--- src/hdl/bwc_pkg.sv ---
// ----------------------------------------------------------------------------
// Block write-combine controller package
// Command, request and register codes shared by the controller, its checker and the testbench.
// ----------------------------------------------------------------------------
package bwc_pkg;

  localparam logic [2:0] CMD_READ       = 3'd0;
  localparam logic [2:0] CMD_WRITE      = 3'd1;
  localparam logic [2:0] CMD_INVALIDATE = 3'd2;
  localparam logic [2:0] CMD_REMOVED    = 3'd3;
  localparam logic [2:0] CMD_TICK       = 3'd4;

  localparam logic [2:0] REQ_FLUSH  = 3'd0;
  localparam logic [2:0] REQ_RELOAD = 3'd1;
  localparam logic [2:0] REQ_COPY   = 3'd2;
  localparam logic [2:0] REQ_STORE  = 3'd3;
  localparam logic [2:0] REQ_DWRITE = 3'd4;
  localparam logic [2:0] REQ_DREAD  = 3'd5;
  localparam logic [2:0] REQ_SHIFT  = 3'd6;
  localparam logic [2:0] REQ_DONE   = 3'd7;

  localparam logic [1:0] REG_MEDIA_BLOCKS = 2'd0;
  localparam logic [1:0] REG_WRITE_CAP    = 2'd1;
  localparam logic [1:0] REG_READ_CAP     = 2'd2;
  localparam logic [1:0] REG_FLUSH_DELAY  = 2'd3;

endpackage

--- src/hdl/block_write_combine_readahead_ctrl.sv ---
// ----------------------------------------------------------------------------
// Block write-combine and read-ahead controller
// Turns block commands into buffer and media transfer requests plus a done.
// ----------------------------------------------------------------------------
// Channel  | Direction | Handshake      | Payload
// cmd      | in        | valid / stall  | command, start_block, block_count
// request  | out       | out_valid / out_stall | request_kind .. last
// cfg      | in        | cfg_write      | cfg_index, cfg_data
//
// A command is taken in idle, then passes through decode and the later
// sequencer steps, so stall stays high from the accepting edge until the
// done is issued. A write or a direct read goes decode, transfer, done;
// invalidate, tick and media removal go decode, done; a zero count ends at
// decode; a read through the read-ahead window runs up to sixteen one-block
// reloads. A flush goes out from decode. Reset is synchronous and empties
// both buffers. A stalled output holds the request and the sequencer waits.
module block_write_combine_readahead_ctrl
  import bwc_pkg::*;
#(
  parameter int BLOCK_NUMBER_BITS = 32
) (
  input  logic                         clk,
  input  logic                         rst,
  input  logic                         valid,
  output logic                         stall,
  input  logic [2:0]                   command,
  input  logic [BLOCK_NUMBER_BITS-1:0] start_block,
  input  logic [4:0]                   block_count,
  output logic                         out_valid,
  input  logic                         out_stall,
  output logic [2:0]                   request_kind,
  output logic [BLOCK_NUMBER_BITS-1:0] media_block,
  output logic [4:0]                   transfer_blocks,
  output logic [3:0]                   buffer_offset,
  output logic                         status,
  output logic                         last,
  input  logic                         cfg_write,
  input  logic [1:0]                   cfg_index,
  input  logic [31:0]                  cfg_data
);
  localparam int B = BLOCK_NUMBER_BITS;
  localparam logic [4:0] MAXN = 5'd16;

  localparam logic [2:0] S_IDLE = 3'd0;
  localparam logic [2:0] S_DEC  = 3'd1;
  localparam logic [2:0] S_RCPY = 3'd2;
  localparam logic [2:0] S_RLD  = 3'd3;
  localparam logic [2:0] S_W2   = 3'd4;
  localparam logic [2:0] S_DONE = 3'd5;

  logic [2:0] state;
  logic [31:0] media_blocks;
  logic [4:0] write_capacity, readahead_capacity;
  logic [15:0] flush_delay_ticks;
  logic [B-1:0] wbuf_start, wbuf_expected, rbuf_start;
  logic [4:0] wbuf_count, rbuf_count;
  logic [15:0] flush_timer;
  logic timer_armed;

  logic [2:0] cmd;
  logic [B-1:0] s, cur;
  logic [4:0] n, rem, got;
  logic st;

  // Output register
  logic [2:0] o_kind;
  logic [B-1:0] o_blk;
  logic [4:0] o_cnt;
  logic [3:0] o_off;
  logic o_st, o_last;

  assign request_kind = o_kind;
  assign media_block = o_blk;
  assign transfer_blocks = o_cnt;
  assign buffer_offset = o_off;
  assign status = o_st;
  assign last = o_last;

  assign stall = (state != S_IDLE);
  wire out_free = !out_valid || !out_stall;

  wire [4:0] ncap = (block_count > MAXN) ? MAXN : block_count;
  wire [4:0] wcap = (write_capacity > MAXN) ? MAXN : write_capacity;
  wire [4:0] rcap = (readahead_capacity > MAXN) ? MAXN : readahead_capacity;
  wire [B-1:0] media = B'(media_blocks);

  // Extended arithmetic, one bit wider to avoid wrap.
  wire [B:0] s_x = {1'b0, s};
  wire [B:0] iend = s_x + {{(B-4){1'b0}}, n};
  wire [B:0] wend = {1'b0, wbuf_start} + {{(B-4){1'b0}}, wbuf_count};
  wire [B:0] rend = {1'b0, rbuf_start} + {{(B-4){1'b0}}, rbuf_count};
  wire w_ovl = (wbuf_count != 5'd0) && ({1'b0, wbuf_start} < iend) && (s_x < wend);
  wire r_ovl = (rbuf_count != 5'd0) && ({1'b0, rbuf_start} < iend) && (s_x < rend);
  wire [5:0] wsum = {1'b0, wbuf_count} + {1'b0, n};
  wire w_flush = (wbuf_count != 5'd0) &&
                 (n > wcap || s != wbuf_expected || wsum > {1'b0, wcap});

  // Invalidation cases: the cut touches a buffer, or covers all of it.
  wire w_hit = (wbuf_count != 5'd0) && !(wend <= s_x || {1'b0, wbuf_start} >= iend);
  wire w_cover = ({1'b0, wbuf_start} >= s_x) && (wend <= iend);
  wire r_hit = (rbuf_count != 5'd0) && !(rend <= s_x || {1'b0, rbuf_start} >= iend);

  // Store position: a fresh buffer starts at the write itself.
  wire [B-1:0] wstore_base = (wbuf_count == 5'd0) ? s : wbuf_start;

  // Read step unit
  wire [B:0] cur_x = {1'b0, cur};
  wire in_r = (rbuf_count != 5'd0) && (cur >= rbuf_start) && (cur_x < rend);
  wire [B:0] rd_full = rend - cur_x;
  wire [4:0] rd = (rd_full > {{(B-4){1'b0}}, rem}) ? rem : rd_full[4:0];
  wire [B:0] ld_end_raw = cur_x + {{(B-4){1'b0}}, rcap};
  wire [B:0] ld_end = (ld_end_raw > {1'b0, media}) ? {1'b0, media} : ld_end_raw;
  wire [4:0] ld_cnt = 5'(ld_end - cur_x);

  always_ff @(posedge clk) begin
    if (rst) begin
      state <= S_IDLE;
      out_valid <= 1'b0;
      media_blocks <= 32'd1024;
      write_capacity <= 5'd16;
      readahead_capacity <= 5'd16;
      flush_delay_ticks <= 16'd35;
      wbuf_start <= '1;
      wbuf_expected <= '1;
      wbuf_count <= '0;
      rbuf_start <= '1;
      rbuf_count <= '0;
      flush_timer <= '0;
      timer_armed <= 1'b0;
    end else begin
      if (cfg_write) begin
        unique case (cfg_index)
          REG_MEDIA_BLOCKS: media_blocks <= cfg_data;
          REG_WRITE_CAP:    write_capacity <= cfg_data[4:0];
          REG_READ_CAP:     readahead_capacity <= cfg_data[4:0];
          REG_FLUSH_DELAY:  flush_delay_ticks <= cfg_data[15:0];
          default: ;
        endcase
      end

      unique case (state)
        S_IDLE: begin
          if (out_free) out_valid <= 1'b0;
          if (valid) begin
            cmd <= command;
            s <= start_block;
            cur <= start_block;
            n <= ncap;
            rem <= ncap;
            got <= '0;
            st <= 1'b0;
            state <= S_DEC;
          end
        end
        S_DEC: if (out_free) begin
          if (cmd <= CMD_INVALIDATE && n == 5'd0) begin
            o_kind <= REQ_DONE; o_blk <= s; o_cnt <= '0; o_off <= '0;
            o_st <= 1'b0; o_last <= 1'b1; out_valid <= 1'b1;
            state <= S_IDLE;
          end else if (cmd == CMD_READ) begin
            if (w_ovl) begin
              o_kind <= REQ_FLUSH; o_blk <= wbuf_start; o_cnt <= wbuf_count;
              o_off <= '0; o_st <= 1'b0; o_last <= 1'b0; out_valid <= 1'b1;
              wbuf_count <= '0; wbuf_start <= '1; wbuf_expected <= '1;
              timer_armed <= 1'b0; flush_timer <= '0;
            end else out_valid <= 1'b0;
            if (rcap == 5'd0) state <= S_W2;
            else state <= S_RCPY;
          end else if (cmd == CMD_WRITE) begin
            if (r_ovl) begin rbuf_count <= '0; rbuf_start <= '1; end
            if (w_flush) begin
              o_kind <= REQ_FLUSH; o_blk <= wbuf_start; o_cnt <= wbuf_count;
              o_off <= '0; o_st <= 1'b0; o_last <= 1'b0; out_valid <= 1'b1;
              wbuf_count <= '0; wbuf_start <= '1; wbuf_expected <= '1;
              timer_armed <= 1'b0; flush_timer <= '0;
            end else out_valid <= 1'b0;
            state <= S_W2;
          end else if (cmd == CMD_INVALIDATE) begin
            if (w_hit && w_cover) begin
              wbuf_count <= '0; wbuf_start <= '1; wbuf_expected <= '1;
              timer_armed <= 1'b0; flush_timer <= '0;
              out_valid <= 1'b0;
            end else if (w_hit && wbuf_start < s) begin
              // A hole in the middle sends the tail to the media.
              if (wend > iend) begin
                o_kind <= REQ_FLUSH; o_blk <= B'(iend); o_cnt <= 5'(wend - iend);
                o_off <= 4'(iend - {1'b0, wbuf_start}); o_st <= 1'b0; o_last <= 1'b0;
                out_valid <= 1'b1;
              end else out_valid <= 1'b0;
              wbuf_count <= 5'(s - wbuf_start);
              wbuf_expected <= s;
            end else if (w_hit) begin
              o_kind <= REQ_SHIFT; o_blk <= B'(iend); o_cnt <= 5'(wend - iend);
              o_off <= 4'(iend - {1'b0, wbuf_start}); o_st <= 1'b0; o_last <= 1'b0;
              out_valid <= 1'b1;
              wbuf_start <= B'(iend);
              wbuf_count <= 5'(wend - iend);
            end else out_valid <= 1'b0;
            if (r_hit) begin
              if (rbuf_start < s) rbuf_count <= 5'(s - rbuf_start);
              else begin rbuf_count <= '0; rbuf_start <= '1; end
            end
            got <= n;
            state <= S_DONE;
          end else if (cmd == CMD_REMOVED) begin
            wbuf_count <= '0; wbuf_start <= '1; wbuf_expected <= '1;
            timer_armed <= 1'b0; flush_timer <= '0;
            rbuf_count <= '0; rbuf_start <= '1;
            out_valid <= 1'b0;
            s <= '0; got <= '0;
            state <= S_DONE;
          end else if (cmd == CMD_TICK) begin
            if (timer_armed && flush_timer <= 16'd1) begin
              if (wbuf_count != 5'd0) begin
                o_kind <= REQ_FLUSH; o_blk <= wbuf_start; o_cnt <= wbuf_count;
                o_off <= '0; o_st <= 1'b0; o_last <= 1'b0; out_valid <= 1'b1;
              end else out_valid <= 1'b0;
              wbuf_count <= '0; wbuf_start <= '1; wbuf_expected <= '1;
              timer_armed <= 1'b0; flush_timer <= '0;
            end else begin
              if (timer_armed) flush_timer <= flush_timer - 16'd1;
              out_valid <= 1'b0;
            end
            s <= '0; got <= '0;
            state <= S_DONE;
          end else begin
            out_valid <= 1'b0;
            s <= '0; got <= '0;
            state <= S_DONE;
          end
        end
        S_RCPY: if (out_free) begin
          if (in_r) begin
            o_kind <= REQ_COPY; o_blk <= cur; o_cnt <= rd;
            o_off <= 4'(cur - rbuf_start); o_st <= 1'b0; o_last <= 1'b0;
            out_valid <= 1'b1;
            cur <= cur + B'(rd);
            rem <= rem - rd;
            got <= got + rd;
            state <= (rem == rd) ? S_DONE : S_RLD;
          end else begin
            out_valid <= 1'b0;
            state <= S_RLD;
          end
        end
        S_RLD: if (out_free) begin
          if (cur >= media) begin
            st <= 1'b1;
            out_valid <= 1'b0;
            state <= S_DONE;
          end else begin
            o_kind <= REQ_RELOAD; o_blk <= cur; o_cnt <= ld_cnt;
            o_off <= '0; o_st <= 1'b0; o_last <= 1'b0; out_valid <= 1'b1;
            rbuf_start <= cur;
            rbuf_count <= ld_cnt;
            state <= S_RCPY;
          end
        end
        S_W2: if (out_free) begin
          o_st <= 1'b0; o_last <= 1'b0; o_blk <= s; o_cnt <= n;
          out_valid <= 1'b1;
          got <= n;
          if (cmd == CMD_READ) begin
            o_kind <= REQ_DREAD; o_off <= '0;
          end else if (n > wcap) begin
            o_kind <= REQ_DWRITE; o_off <= '0;
          end else begin
            o_kind <= REQ_STORE;
            o_off <= 4'(wbuf_count);
            wbuf_start <= wstore_base;
            wbuf_expected <= wstore_base + B'(wbuf_count + n);
            wbuf_count <= wbuf_count + n;
            flush_timer <= flush_delay_ticks;
            timer_armed <= 1'b1;
          end
          state <= S_DONE;
        end
        S_DONE: if (out_free) begin
          o_kind <= REQ_DONE; o_blk <= s; o_cnt <= got; o_off <= '0;
          o_st <= st; o_last <= 1'b1; out_valid <= 1'b1;
          state <= S_IDLE;
        end
        default: state <= S_IDLE;
      endcase
    end
  end

endmodule

--- config.mk ---
export PLATFORM = sky130hd
export DESIGN_NAME = block_write_combine_readahead_ctrl
export DESIGN_NICKNAME = d
export VERILOG_FILES = /design/src/hdl/bwc_pkg.sv /design/src/hdl/block_write_combine_readahead_ctrl.sv
export SDC_FILE = /design/constraint.sdc
export NUM_CORES = 2
export LEC_CHECK = 0
export ABC_AREA = 1
export BUFFER_PORTS_ARGS = -buffer_cell sky130_fd_sc_hd__buf_4
export CORE_UTILIZATION = 40
export DETAILED_ROUTE_END_ITERATION = 16
export PLACE_DENSITY = 0.64
export SYNTH_ARGS = -nofsm -noshare
export SYNTH_HDL_FRONTEND = slang
export SYNTH_SLANG_ARGS = --single-unit
--- constraint.sdc ---
create_clock -name clk -period 12.6 [get_ports clk]
set_input_delay 1.89 -clock clk [delete_from_list [all_inputs] [get_ports clk]]
set_output_delay 1.89 -clock clk [all_outputs]
set_load 0.02 [all_outputs]
==> impl_metrics.json <==
{
  "place_congestion": 0.997,
  "synth.avg_cell_area_um2": 6.76,
  "hold_class": "reg -> reg",
  "synth_commonest_cells": "nand2_1, inv_1, nor2_1",
  "pin_count": 127,
  "clockBufferDepth": 3,
  "row_count": 103,
  "ys_top_cells_by_area": "ha_1, nand2_1, edfxtp_1, dfxtp_1, inv_1",
  "drt-total-wl_mm": 126,
  "fin_setup_tns_ps": 0,
  "antenna_found_initial": 2,
  "status": "finished, final reports clean",
  "met3_usage_pct": 4.78,
  "critPathMaxStageDelay_ps": 660,
  "final-setup-viol-count": 0,
  "yosysMostFrequentCell": "nand2_1",
  "cp_max_fo": 11,
  "die_height_um": 285,
  "clkLatencyLatePin_ps": 620,
  "antenna_left": 0,
  "synth_top_area_cell": "ha_1",
  "crit_arrival_ps": 9730,
  "netlist_area_um2": 32100,
  "hold_viol_final": 0,
  "grt_pass1_vias": 31500,
  "crit_slowest_cell": "nor2_1",
  "cts-buffers-inserted": 41,
  "p_seq_share_pct": 19.1,
  "worst-path-buf-inv": 7,
  "path_clk_slew_ps": 60,
  "p_leak_uw": 0.0171,
  "vias_per_cell": 5.63,
  "fillers": 8288,
  "io_buffers": 126,
  "worstSetupPathType": "reg -> reg",
  "skew_ps": 34.3,
  "initialDrtViolationCount": 3177,
  "syn-num-nets": 5277,
  "grt_max_degree": 87,
  "vias": 33200,
  "drt_pre_antenna_iters": 9,
  "cts_root_buffer": "clkbuf_16",
  "tightest_slew_ps": 1170,
  "crit_family": "simple AND/OR/NAND/NOR gates",
  "end_kind": "register",
  "min_period_ps": 9400,
  "cts_setup_buffers": 0,
  "whs_ps": 449,
  "initial_core_util_pct": 40.5,
  "synth_cell_type_count": 62,
  "max_cap_violations": 0,
  "p_sw_share_pct": 54.1,
  "overflow": 0,
  "final_layout_size_suffix_gt1_share_pct": 5.77,
  "netlist.area_leader.share_pct": 16.7,
  "ff2ff_path_depth": 47,
  "relSlewSlack_pct": 22.0,
  "synth_edf_count": 129,
  "h-tree-depth": 2,
  "cts-resized-gates": 0,
  "wl_per_cell_um": 21.4,
  "nets": 5333,
  "power_frac_comb_pct": 66.2,
  "grt_pass1_wl_mm": 189,
  "timing.final.crit_share_pct": 74.6,
  "cts_sinks": 314,
  "grt_util_met1_pct": 40.8,
  "ys_ff_latch": 314,
  "synth_flop_cell": "dfxtp_1",
  "start_kind": "register",
  "met2_usage_pct": 48.6,
  "p_sw_uw": 4760,
  "drcViolationCount": 0,
  "required_ps": 12920,
  "insertedDiodeCount": 0,
  "peakVddDrop_mv": 0.147,
  "place_hpwl_mm": 100,
  "areaGrowthSynthToFinish_pct": 10.3,
  "holdPathStages": 2,
  "internal_power_uw": 4030,
  "grt_setup_unrepaired": "no",
  "yosysWarnings": 0,
  "max_freq_ghz": 0.106,
  "final_max_slew_viol_count": 0,
  "top_usage_layer": "met2",
  "coreArea_um2": 79300,
  "crit_top_cell": "nand2_1",
  "p_per_area_nw_per_um2": 248,
  "cp.depth": 47,
  "power.share.clock_pct": 14.7,
  "cts_tree": "yes",
  "hold_buffers": 0,
  "grt.total_usage_pct": 30.3,
  "ys_seq_area_share_pct": 23.6,
  "async_reset_ff_share_pct": 0,
  "dieArea_um2": 81400,
  "syn_inst": 4749,
  "die_x_um": 285
}
[per-stage QoR]
step	worst slack (ps)	cells	util [%]	instance area, µm²	total power (µW)
after floorplan	2240	4749	-	32100	5730
after global placement	3470	5812	42.9	34000	7360
after detailed placement	3350	5812	42.9	34000	7380
after CTS	3290	5888	44.7	35400	8700
after global routing	2410	5888	44.7	35400	9570
final	3200	5888	44.7	35400	8790
[sequential cells by signal (all words and copies together), names as in the netlist, 4 cells and up]
name / cells
rbuf_start: 32
flush_timer: 16
rem: 5
media: 32
wbuf_start: 32
wbuf_count: 5
readahead_capacity: 5
transfer_blocks: 5
write_capacity: 5
media_block: 32
rbuf_count: 5
got: 5
n: 5
s: 32
cur: 32
wbuf_expected: 32
buffer_offset: 4
flush_delay_ticks: 16
[area by class of cell]
class,instances,area (µm²),area share [%]
tap,1050,1310,3.71
inverter,638,2400,6.77
multi-input combinational,3662,21600,60.9
clock inverter,23,324,0.915
sequential,314,7580,21.4
timing repair buffer,148,1110,3.14
clock buffer,53,1120,3.16
[cells in the final DEF (no fill, tap or decap), types with 13 or more instances in the layout]
cell type / synthesis / routed
a21oi_1: 277 / 277
a31oi_1: 25 / 25
buf_4: 1 / 148
clkbuf_16: 0 / 41
dfxtp_1: 185 / 185
edfxtp_1: 129 / 129
fa_1: 21 / 21
ha_1: 428 / 428
inv_1: 620 / 619
nand2_1: 1184 / 1184
nand3_1: 306 / 304
nand3b_1: 14 / 14
nand4_1: 154 / 154
nor2_1: 451 / 442
nor3_1: 90 / 90
nor4_1: 31 / 30
o211ai_1: 21 / 21
o21a_1: 15 / 15
o21ai_0: 272 / 272
o221ai_1: 42 / 42
o22ai_1: 13 / 13
xnor2_1: 29 / 29
xor2_1: 167 / 167
[path summary, 6_finish.rpt]
check | from | endpoint | slack (ps)
hold reg to reg | flush_delay_ticks[10] | flush_delay_ticks[10] | 450
hold / removal | flush_delay_ticks[10] | flush_delay_ticks[10] | 450
setup reg to reg | rbuf_start[2] | cur[28] | 3200
setup / recovery | rbuf_start[2] | cur[28] | 3200
[cells by family (layout without fill, tap and decap cells)]
logic type | after synthesis | after routing | share of synthesized area [%]
compound gates | 733 | 733 | 12.9
xor+xnor | 196 | 196 | 5.35
fa+ha+maj | 449 | 449 | 18.0
buf+inv | 773 | 862 | 9.42
flops | 314 | 314 | 23.6
simple gates | 2284 | 2284 | 30.7
[power by group through the flow]
stage                     Clock, µW  Combinational [µW]  Sequential (µW)
after floorplan                   0                4160             1560
after global placement            0                5670             1680
after detailed placement          0                5700             1680
after CTS                      1310                5730             1660
after global routing           1340                6530             1700
final                          1290                5820             1680
[layer usage]
metal / vias to the layer above / wire [µm]
met4: 2 / 5210
met5: - / 13
li1: 16000 / -
met1: 15500 / 54500
met2: 1406 / 55900
met3: 250 / 10600
[worst register-to-register path: cells and delay by family (launching register included)]
family          cells  cell delay [ps]
flops               1              370
buf+inv             7              800
simple gates       31             5410
compound gates      4              960
fa+ha+maj           3             1270
xor+xnor            2              330
Note: power is estimated with default switching activity, not from simulation.
